## config.mk

```make
export PLATFORM = sky130hd
export DESIGN_NAME = integer_to_ascii_radix_core
export DESIGN_NICKNAME = d
export VERILOG_FILES = /design/src/design/itoa_pkg.sv /design/src/design/integer_to_ascii_radix_core.sv
export SDC_FILE = /design/constraint.sdc
export NUM_CORES = 1
export LEC_CHECK = 0
export BUFFER_PORTS_ARGS = -buffer_cell sky130_fd_sc_hd__buf_2
export CORE_ASPECT_RATIO = 0.75
export CORE_UTILIZATION = 65
export DETAILED_ROUTE_END_ITERATION = 10
export GPL_ROUTABILITY_DRIVEN = 1
export PLACE_DENSITY_LB_ADDON = 0.08
export SLEW_MARGIN = 10
export SYNTH_ARGS = -nofsm -noshare
export SYNTH_HDL_FRONTEND = slang
export SYNTH_SLANG_ARGS = --single-unit
```

## constraint.sdc

```tcl
create_clock -name clk_i -period 8.5 [get_ports clk_i]
set_clock_uncertainty 0.2 [all_clocks]
set_input_delay 1.7 -clock clk_i [delete_from_list [all_inputs] [get_ports clk_i]]
set_output_delay 1.7 -clock clk_i [all_outputs]
set_load 0.03 [all_outputs]
```

## src/design/itoa_pkg.sv

```systemverilog
// ----------------------------------------------------------------------------
// itoa_pkg
// shared constants, state type and reciprocal table for the integer to text
// converter
// ----------------------------------------------------------------------------
`default_nettype none

package itoa_pkg;

  localparam int unsigned VALUE_BITS = 16;
  localparam int unsigned MAX_DIGITS = 16;
  localparam int unsigned RADIX_BITS = 6;
  localparam int unsigned CHAR_BITS  = 7;
  localparam int unsigned LEN_BITS   = 5;
  localparam int unsigned DIG_BITS   = 6;
  localparam int unsigned IDX_BITS   = $clog2(MAX_DIGITS);
  localparam int unsigned RECIP_BITS = 32;
  localparam int unsigned PROD_BITS  = VALUE_BITS + RECIP_BITS;

  localparam logic [RADIX_BITS-1:0] RADIX_MIN   = 6'd2;
  localparam logic [RADIX_BITS-1:0] RADIX_MAX   = 6'd36;
  localparam logic [RADIX_BITS-1:0] RADIX_RESET = 6'd10;
  localparam logic [RADIX_BITS-1:0] DECIMAL     = 6'd10;

  localparam logic [CHAR_BITS-1:0] CHAR_ZERO  = 7'h30;
  localparam logic [CHAR_BITS-1:0] CHAR_A     = 7'h61;
  localparam logic [CHAR_BITS-1:0] CHAR_MINUS = 7'h2d;

  localparam logic [63:0] ONE32 = 64'h1_0000_0000;

  // ceil(2^32 / d), exact quotient for any 16-bit dividend
  localparam logic [RECIP_BITS-1:0] RECIP [37] = '{
    32'd0, 32'd0,
    32'((ONE32 + 64'd1)  / 64'd2),  32'((ONE32 + 64'd2)  / 64'd3),
    32'((ONE32 + 64'd3)  / 64'd4),  32'((ONE32 + 64'd4)  / 64'd5),
    32'((ONE32 + 64'd5)  / 64'd6),  32'((ONE32 + 64'd6)  / 64'd7),
    32'((ONE32 + 64'd7)  / 64'd8),  32'((ONE32 + 64'd8)  / 64'd9),
    32'((ONE32 + 64'd9)  / 64'd10), 32'((ONE32 + 64'd10) / 64'd11),
    32'((ONE32 + 64'd11) / 64'd12), 32'((ONE32 + 64'd12) / 64'd13),
    32'((ONE32 + 64'd13) / 64'd14), 32'((ONE32 + 64'd14) / 64'd15),
    32'((ONE32 + 64'd15) / 64'd16), 32'((ONE32 + 64'd16) / 64'd17),
    32'((ONE32 + 64'd17) / 64'd18), 32'((ONE32 + 64'd18) / 64'd19),
    32'((ONE32 + 64'd19) / 64'd20), 32'((ONE32 + 64'd20) / 64'd21),
    32'((ONE32 + 64'd21) / 64'd22), 32'((ONE32 + 64'd22) / 64'd23),
    32'((ONE32 + 64'd23) / 64'd24), 32'((ONE32 + 64'd24) / 64'd25),
    32'((ONE32 + 64'd25) / 64'd26), 32'((ONE32 + 64'd26) / 64'd27),
    32'((ONE32 + 64'd27) / 64'd28), 32'((ONE32 + 64'd28) / 64'd29),
    32'((ONE32 + 64'd29) / 64'd30), 32'((ONE32 + 64'd30) / 64'd31),
    32'((ONE32 + 64'd31) / 64'd32), 32'((ONE32 + 64'd32) / 64'd33),
    32'((ONE32 + 64'd33) / 64'd34), 32'((ONE32 + 64'd34) / 64'd35),
    32'((ONE32 + 64'd35) / 64'd36)
  };

  typedef enum logic [1:0] {
    StIdle,
    StMul,
    StDig,
    StEmit
  } itoa_state_e;

endpackage

`default_nettype wire

```

## src/design/integer_to_ascii_radix_core.sv

```systemverilog
// ----------------------------------------------------------------------------
// integer_to_ascii_radix_core
// converts a 16-bit integer to ascii text in a configurable radix (signed in radix 10,
// unsigned otherwise), most significant digit first, one character per output beat
// ----------------------------------------------------------------------------
// the first character is offered in StEmit once every digit has been produced;
// each digit takes a reciprocal multiply (StMul), then the quotient times the base
// gives the remainder digit (StDig)
// input is held off from acceptance until the last character is taken
// reset: control cleared, radix returns to 10; digit buffer is not cleared
`default_nettype none

module integer_to_ascii_radix_core (
  input  wire logic        clk_i,
  input  wire logic        rst_ni,
  input  wire logic        cfg_we_i,
  input  wire logic [5:0]  cfg_wdata_i,   // radix
  input  wire logic        s_axis_tvalid,
  output logic             s_axis_tready,
  input  wire logic [15:0] s_axis_tdata,  // [15:0] value
  output logic             m_axis_tvalid,
  input  wire logic        m_axis_tready,
  output logic [15:0]      m_axis_tdata,  // [6:0] character, [11:7] length, [15:12] zero
  output logic             m_axis_tlast   // last
);

  localparam int unsigned VB = itoa_pkg::VALUE_BITS;
  localparam int unsigned RB = itoa_pkg::RADIX_BITS;
  localparam int unsigned LB = itoa_pkg::LEN_BITS;
  localparam int unsigned DB = itoa_pkg::DIG_BITS;
  localparam int unsigned IB = itoa_pkg::IDX_BITS;
  localparam int unsigned CB = itoa_pkg::CHAR_BITS;
  localparam int unsigned PB = itoa_pkg::PROD_BITS;

  itoa_pkg::itoa_state_e state_q, state_d;

  logic [RB-1:0] radix_q;
  logic [RB-1:0] base_q, base_d;
  logic [itoa_pkg::RECIP_BITS-1:0] recip_q, recip_d;
  logic [VB-1:0] rem_q, rem_d;
  logic [PB-1:0] prod_q, prod_d;
  logic [LB-1:0] cnt_q, cnt_d;
  logic [LB-1:0] total_q, total_d;
  logic          sign_q, sign_d;
  logic [DB-1:0] digit_buf_q [itoa_pkg::MAX_DIGITS];
  logic [DB-1:0] digit_q;

  logic          in_beat;
  logic          out_beat;
  logic [RB-1:0] base_clamp;
  logic          negative;
  logic          use_sign;
  logic [VB-1:0] quot;
  logic [VB+RB-1:0] qd;
  logic [VB-1:0] remainder;
  logic [DB-1:0] digit_wr;
  logic          buf_we;
  logic          rd_ld;
  logic [LB-1:0] cnt_inc;
  logic [LB-1:0] cap;
  logic [LB-1:0] rd_pos;
  logic [LB-1:0] nxt_pos;
  logic [CB-1:0] char_out;

  assign in_beat  = s_axis_tvalid && s_axis_tready;
  assign out_beat = m_axis_tvalid && m_axis_tready;

  always_comb begin
    base_clamp = radix_q;
    if (radix_q < itoa_pkg::RADIX_MIN) begin
      base_clamp = itoa_pkg::RADIX_MIN;
    end else if (radix_q > itoa_pkg::RADIX_MAX) begin
      base_clamp = itoa_pkg::RADIX_MAX;
    end
  end

  assign negative  = s_axis_tdata[VB-1];
  assign use_sign  = (base_clamp == itoa_pkg::DECIMAL) && negative;
  assign quot      = prod_q[PB-1:itoa_pkg::RECIP_BITS];
  assign qd        = {{RB{1'b0}}, quot} * {{VB{1'b0}}, base_q};
  assign remainder = rem_q - qd[VB-1:0];
  assign digit_wr  = remainder[DB-1:0];
  assign cnt_inc   = cnt_q + 5'd1;
  assign cap       = sign_q ? LB'(itoa_pkg::MAX_DIGITS - 1) : LB'(itoa_pkg::MAX_DIGITS);
  assign rd_pos    = cnt_q - 5'd1;
  assign nxt_pos   = cnt_q - 5'd2;

  always_comb begin
    if (digit_q < DB'(10)) begin
      char_out = CB'(digit_q) + itoa_pkg::CHAR_ZERO;
    end else begin
      char_out = CB'(digit_q) - CB'(10) + itoa_pkg::CHAR_A;
    end
  end

  always_comb begin
    state_d       = state_q;
    base_d        = base_q;
    recip_d       = recip_q;
    rem_d         = rem_q;
    prod_d        = prod_q;
    cnt_d         = cnt_q;
    total_d       = total_q;
    sign_d        = sign_q;
    buf_we        = 1'b0;
    rd_ld         = 1'b0;
    s_axis_tready = 1'b0;
    m_axis_tvalid = 1'b0;
    m_axis_tlast  = 1'b0;
    m_axis_tdata  = '0;
    case (state_q)
      itoa_pkg::StIdle: begin
        s_axis_tready = 1'b1;
        if (in_beat) begin
          base_d  = base_clamp;
          recip_d = itoa_pkg::RECIP[base_clamp];
          sign_d  = use_sign;
          rem_d   = use_sign ? (VB'(0) - s_axis_tdata) : s_axis_tdata;
          cnt_d   = '0;
          state_d = itoa_pkg::StMul;
        end
      end
      itoa_pkg::StMul: begin
        prod_d  = PB'(rem_q) * PB'(recip_q);
        state_d = itoa_pkg::StDig;
      end
      itoa_pkg::StDig: begin
        buf_we = 1'b1;
        rem_d  = quot;
        cnt_d  = cnt_inc;
        if ((quot != '0) && (cnt_inc < cap)) begin
          state_d = itoa_pkg::StMul;
        end else begin
          total_d = cnt_inc + LB'(sign_q);
          state_d = itoa_pkg::StEmit;
        end
      end
      itoa_pkg::StEmit: begin
        m_axis_tvalid = 1'b1;
        if (sign_q) begin
          m_axis_tdata = {4'b0, total_q, itoa_pkg::CHAR_MINUS};
          m_axis_tlast = (total_q == 5'd1);
        end else begin
          m_axis_tdata = {4'b0, total_q, char_out};
          m_axis_tlast = (cnt_q == 5'd1);
        end
        if (out_beat) begin
          if (sign_q) begin
            sign_d = 1'b0;
          end else begin
            cnt_d = rd_pos;
            if (cnt_q == 5'd1) begin
              state_d = itoa_pkg::StIdle;
            end else begin
              rd_ld = 1'b1;
            end
          end
        end
      end
      default: begin
        state_d = itoa_pkg::StIdle;
      end
    endcase
  end

  always_ff @(posedge clk_i or negedge rst_ni) begin
    if (!rst_ni) begin
      state_q <= itoa_pkg::StIdle;
      radix_q <= itoa_pkg::RADIX_RESET;
      cnt_q   <= '0;
      sign_q  <= 1'b0;
      total_q <= '0;
    end else begin
      state_q <= state_d;
      cnt_q   <= cnt_d;
      sign_q  <= sign_d;
      total_q <= total_d;
      if (cfg_we_i) begin
        radix_q <= cfg_wdata_i;
      end
    end
  end

  always_ff @(posedge clk_i) begin
    base_q  <= base_d;
    recip_q <= recip_d;
    rem_q   <= rem_d;
    prod_q  <= prod_d;
  end

  // newest digit is the first to leave, later ones are read one beat ahead
  always_ff @(posedge clk_i) begin
    if (buf_we) begin
      digit_buf_q[cnt_q[IB-1:0]] <= digit_wr;
      digit_q                    <= digit_wr;
    end else if (rd_ld) begin
      digit_q <= digit_buf_q[nxt_pos[IB-1:0]];
    end
  end

  // input and output never open at once
  assert property (@(posedge clk_i) disable iff (!rst_ni)
    !(s_axis_tready && m_axis_tvalid))
    else $error("input accepted while characters pending");

  // digit count stays within buffer depth
  assert property (@(posedge clk_i) disable iff (!rst_ni)
    cnt_q <= LB'(itoa_pkg::MAX_DIGITS))
    else $error("digit count overflow");

  // reciprocal quotient yields a remainder below the base
  assert property (@(posedge clk_i) disable iff (!rst_ni)
    (state_q == itoa_pkg::StDig) |-> (remainder < VB'(base_q)))
    else $error("digit out of range");

  // last beat taken returns to idle
  assert property (@(posedge clk_i) disable iff (!rst_ni)
    (out_beat && m_axis_tlast) |=> s_axis_tready)
    else $error("not idle after last beat");

endmodule

`default_nettype wire

```

==> impl_metrics.csv <==
group,metric,value,unit
run_status,run_status,"finished clean",
floorplan,chipWidth,230,microns
drt,detailedRoute.firstPassIterationCount,7,
global_routing,grt_first_pass_wirelength,108000,microns
logic_synthesis,synth_top_cells_by_count,"491 x sky130_fd_sc_hd__inv_1, 424 x sky130_fd_sc_hd__nand2_1, 423 x sky130_fd_sc_hd__fa_1, 225 x sky130_fd_sc_hd__and2_1, 172 x sky130_fd_sc_hd__edfxtp_1",
setup_path,endpoint_kind,"flop",
logic_synthesis,post_synth_xor_area_fraction,2.10,%
drt,total_number_of_vias,18163,
setup_path,timing.critical_path.max_delay_family,"adder cells",
logic_synthesis,synthesis.yosys.warnings,0,
cells_and_area,final_cell_area,0.0266,sq mm
setup_path,max_stage_delay,1.13,ns
logic_synthesis,synth_top_cell_area_share,33.3,%
logic_synthesis,post_synth_and_or_nand_nor_area_fraction,15.3,%
clock_tree,clock_tree_from_tritoncts,"built",
floorplan,number_of_placement_rows,62,
job,cap_violations,0,
global_routing,grt_max_degree,44,
floorplan,chipHeight,173,microns
logic_synthesis,number_of_enable_flip_flop_cells_after_synthesis,172,
timing,slew_violations,0,
clock_tree,cts_max_level,4,
place,gp_congestion,0.948,
cells_and_area,syn_to_final_growth,4.70,%
setup_path,timing.critical_path.fanout_max,25,
clock_tree,numClockSinks,191,
setup_path,path_class,"flop to flop",
place,io_buffers,41,
setup_path,critPathArrivalTime,7.76,ns
clock_tree,post_cts_resize_count,0,
clock_tree,insertion_delay,0.45,ns
drt,antenna_violating_nets_post_route,0,
timing,setup_total_negative_slack,0,ns
timing,rsz_0062_raised_after_global_routing,"false",
global_routing,gr-total-overflow,0,
cells_and_area,n_fill_cell,2920,
logic_synthesis,synth.area.mux_share,3.26,%
setup_path,crit_top_cell,"sky130_fd_sc_hd__fa_1",
drt,drcViolationCount,0,
timing,min_period_over_period,91.6,%
drt,finalWirelength,67100,microns
clock_tree,clk_path_buf_depth,2,
logic_synthesis,area_share_of_fa_ha_maj_cells_after_synthesis,41.5,%
cells_and_area,layout-drive-gt1-share,6.44,%
place,dp.final_hpwl,50200,microns
drt,first_iter_violations,1764,
logic_synthesis,main_combinational_cell_family_by_area_after_synthesis,"adder cells",
setup_path,critical_path.cell_chain,"nand2_1, fa_1, inv_1, fa_1, inv_1, fa_1, inv_1, fa_1, fa_1, inv_1, fa_1, inv_1, ha_1, nand3_2, nor3_1, a221oi_1, o21ai_0, o31ai_2, o21ai_2, a2111oi_1, nor3b_2",
timing,post-route-min-period,7.78,ns
clock_tree,tritoncts_buffer_count,17,
logic_synthesis,synth_cell_type_count,76,
logic_synthesis,ys.flop_type,"sky130_fd_sc_hd__edfxtp_1",
drt,post_drt_via_cell_ratio,5.94,
clock_tree,clkTransAtPathRegs,0.08,ns
clock_tree,post-cts-setup-buffers,0,
logic_synthesis,most_common_cell_in_the_synthesized_netlist,"sky130_fd_sc_hd__inv_1",
setup_path,timing.critical_path.slowest_stage_cell,"sky130_fd_sc_hd__edfxtp_1",
floorplan,starting_utilization_of_the_core_area,66.2,%
logic_synthesis,asyncSetResetFlopFracSynth,9.95,%
logic_synthesis,cell_count_after_synthesis,2573,
floorplan,io_pins,46,
timing,max_slew.worst_pin.slew,1.30,ns
logic_synthesis,ys_ff_latch,191,
logic_synthesis,netlist.top_cell.by_area,"sky130_fd_sc_hd__fa_1",
timing,report.final.hold_viol_count,0,
clock_tree,clk_root_buffer_cell,"sky130_fd_sc_hd__clkbuf_16",
place,placed_area,0.0260,sq mm
timing,final-setup-viol-count,0,
logic_synthesis,syn-cell-area,0.0254,sq mm
timing,clock.fmax,128,MHz
clock_tree,number_of_hold_repair_buffers_added_at_the_cts_stage,0,
setup_path,critPathBufInv,5,
drt,route.detailed.wl_per_inst,21.9,microns
logic_synthesis,syn-mean-instance-area,9.87,sq um
setup_path,kind_of_launch_point_of_the_worst_setup_path,"flop",
cells_and_area,num-nets-final,3148,
logic_synthesis,synth-seq-area-share,22.2,%
global_routing,vias_in_the_first_global_route,19196,
floorplan,core,0.0384,sq mm
timing,timing.slew.headroom,12.9,%
global_routing,global_route.usage.total,35.7,%
logic_synthesis,ys_top_cells_by_area,"sky130_fd_sc_hd__fa_1 33%, sky130_fd_sc_hd__edfxtp_1 20%, sky130_fd_sc_hd__ha_1 8.2%, sky130_fd_sc_hd__inv_1 7.3%, sky130_fd_sc_hd__nand2_1 6.3%",
global_routing,initial_antenna_violation_count,1,
hold_path,min-delay-path-class,"flop to flop",
floorplan,die_area,0.0399,sq mm
logic_synthesis,synth_compound_area_share,6.24,%
setup_path,crit_required,8.48,ns
[metrics by stage]
| stage | setup slack [ns] | hold slack (ns) | util [%] | instances |
|---|---|---|---|---|
| floorplan | 2.06 | 0.287 | - | 2576 |
| global placement | 1.20 | 0.301 | 67.7 | 3025 |
| detailed placement | 0.910 | 0.321 | 67.7 | 3025 |
| CTS | 0.885 | 0.336 | 69.2 | 3057 |
| global route | 0.441 | 0.360 | 69.3 | 3057 |
| finish | 0.717 | 0.331 | 69.3 | 3058 |
[state kept, by name, summed over array words and instances, names as in the netlist, 6 cells and up]
signal,count
digit_buf_q,96
recip_q,32
prod_q,16
rem_q,16
base_q,6
digit_q,6
radix_q,6
[area by class of cell]
type	count	area, sq um	share of cell area, %
sequential	191	5640	21.2
clock inverter	15	185	0.696
antenna	1	2.50	0.00941
clock buffer	17	425	1.60
inverter	494	1850	6.97
tap	512	641	2.41
multi-input combinational	1757	17400	65.4
timing repair buffer	71	443	1.67
[kinds of logic after synthesis]
family / Yosys count
AOI/OAI and AO/OA: 241
xor gates and xnor gates: 61
adders and majority gates: 589
buffers and inverters: 628
DFF: 191
muxes: 44
other: 1
and+or+nand+nor: 818
[placed cells by master (no fill, tap or decap), drive strengths merged, types with 5 or more instances in the layout]
| master | instances |
|---|---|
| inv | 498 |
| nand2 | 425 |
| fa | 423 |
| and2 | 225 |
| edfxtp | 172 |
| ha | 166 |
| buf | 71 |
| o21ai | 66 |
| a21oi | 66 |
| nor2 | 59 |
| xnor2 | 36 |
| mux4 | 30 |
| nor3 | 28 |
| xor2 | 25 |
| nand3 | 18 |
| clkbuf | 17 |
| dfrtp | 17 |
| a21o | 14 |
| and3 | 12 |
| a211oi | 12 |
| nand2b | 11 |
| clkinv | 10 |
| or3 | 9 |
| o211ai | 9 |
| mux2 | 9 |
| a31oi | 8 |
| a221oi | 8 |
| nor2b | 8 |
| nor4 | 8 |
| o21a | 7 |
| o31ai | 7 |
| o21bai | 6 |
| nand4 | 6 |
| mux2i | 5 |
[per-layer routing]
layer  vias up  track usage [%]  routed length (microns)  part of all wire, %
met2       925             53.5                    29900                   45
met3       128             8.94                     7300                   11
met1      9162             52.4                    28200                   42
met4         0             9.19                     1690                  2.5
met5         -            0.721                        0                    0
li1       7948                -                        -                    -
[worst paths after layout]
kind / from / endpoint / slack (ns) / depth (start not counted)
worst max-delay path: rem_q[4]$_DFFE_PP_ / prod_q[47]$_DFFE_PN_ / 0.72 / 21
worst min-delay path: total_q[4]$_DFFE_PN0P_ / total_q[4]$_DFFE_PN0P_ / 0.33 / 1
worst max register to register: rem_q[4]$_DFFE_PP_ / prod_q[47]$_DFFE_PN_ / 0.72 / 21
worst min register to register: total_q[4]$_DFFE_PN0P_ / total_q[4]$_DFFE_PN0P_ / 0.33 / 1
max in group asynchronous: rst_ni / cnt_q[0]$_DFFE_PN0P_ / 6.78 / 1
min in group asynchronous: rst_ni / radix_q[4]$_DFFE_PN0P_ / 0.99 / 1
Power is not shown: default switching activity piles up to over one toggle a cycle in this logic, so the estimate is an artifact.
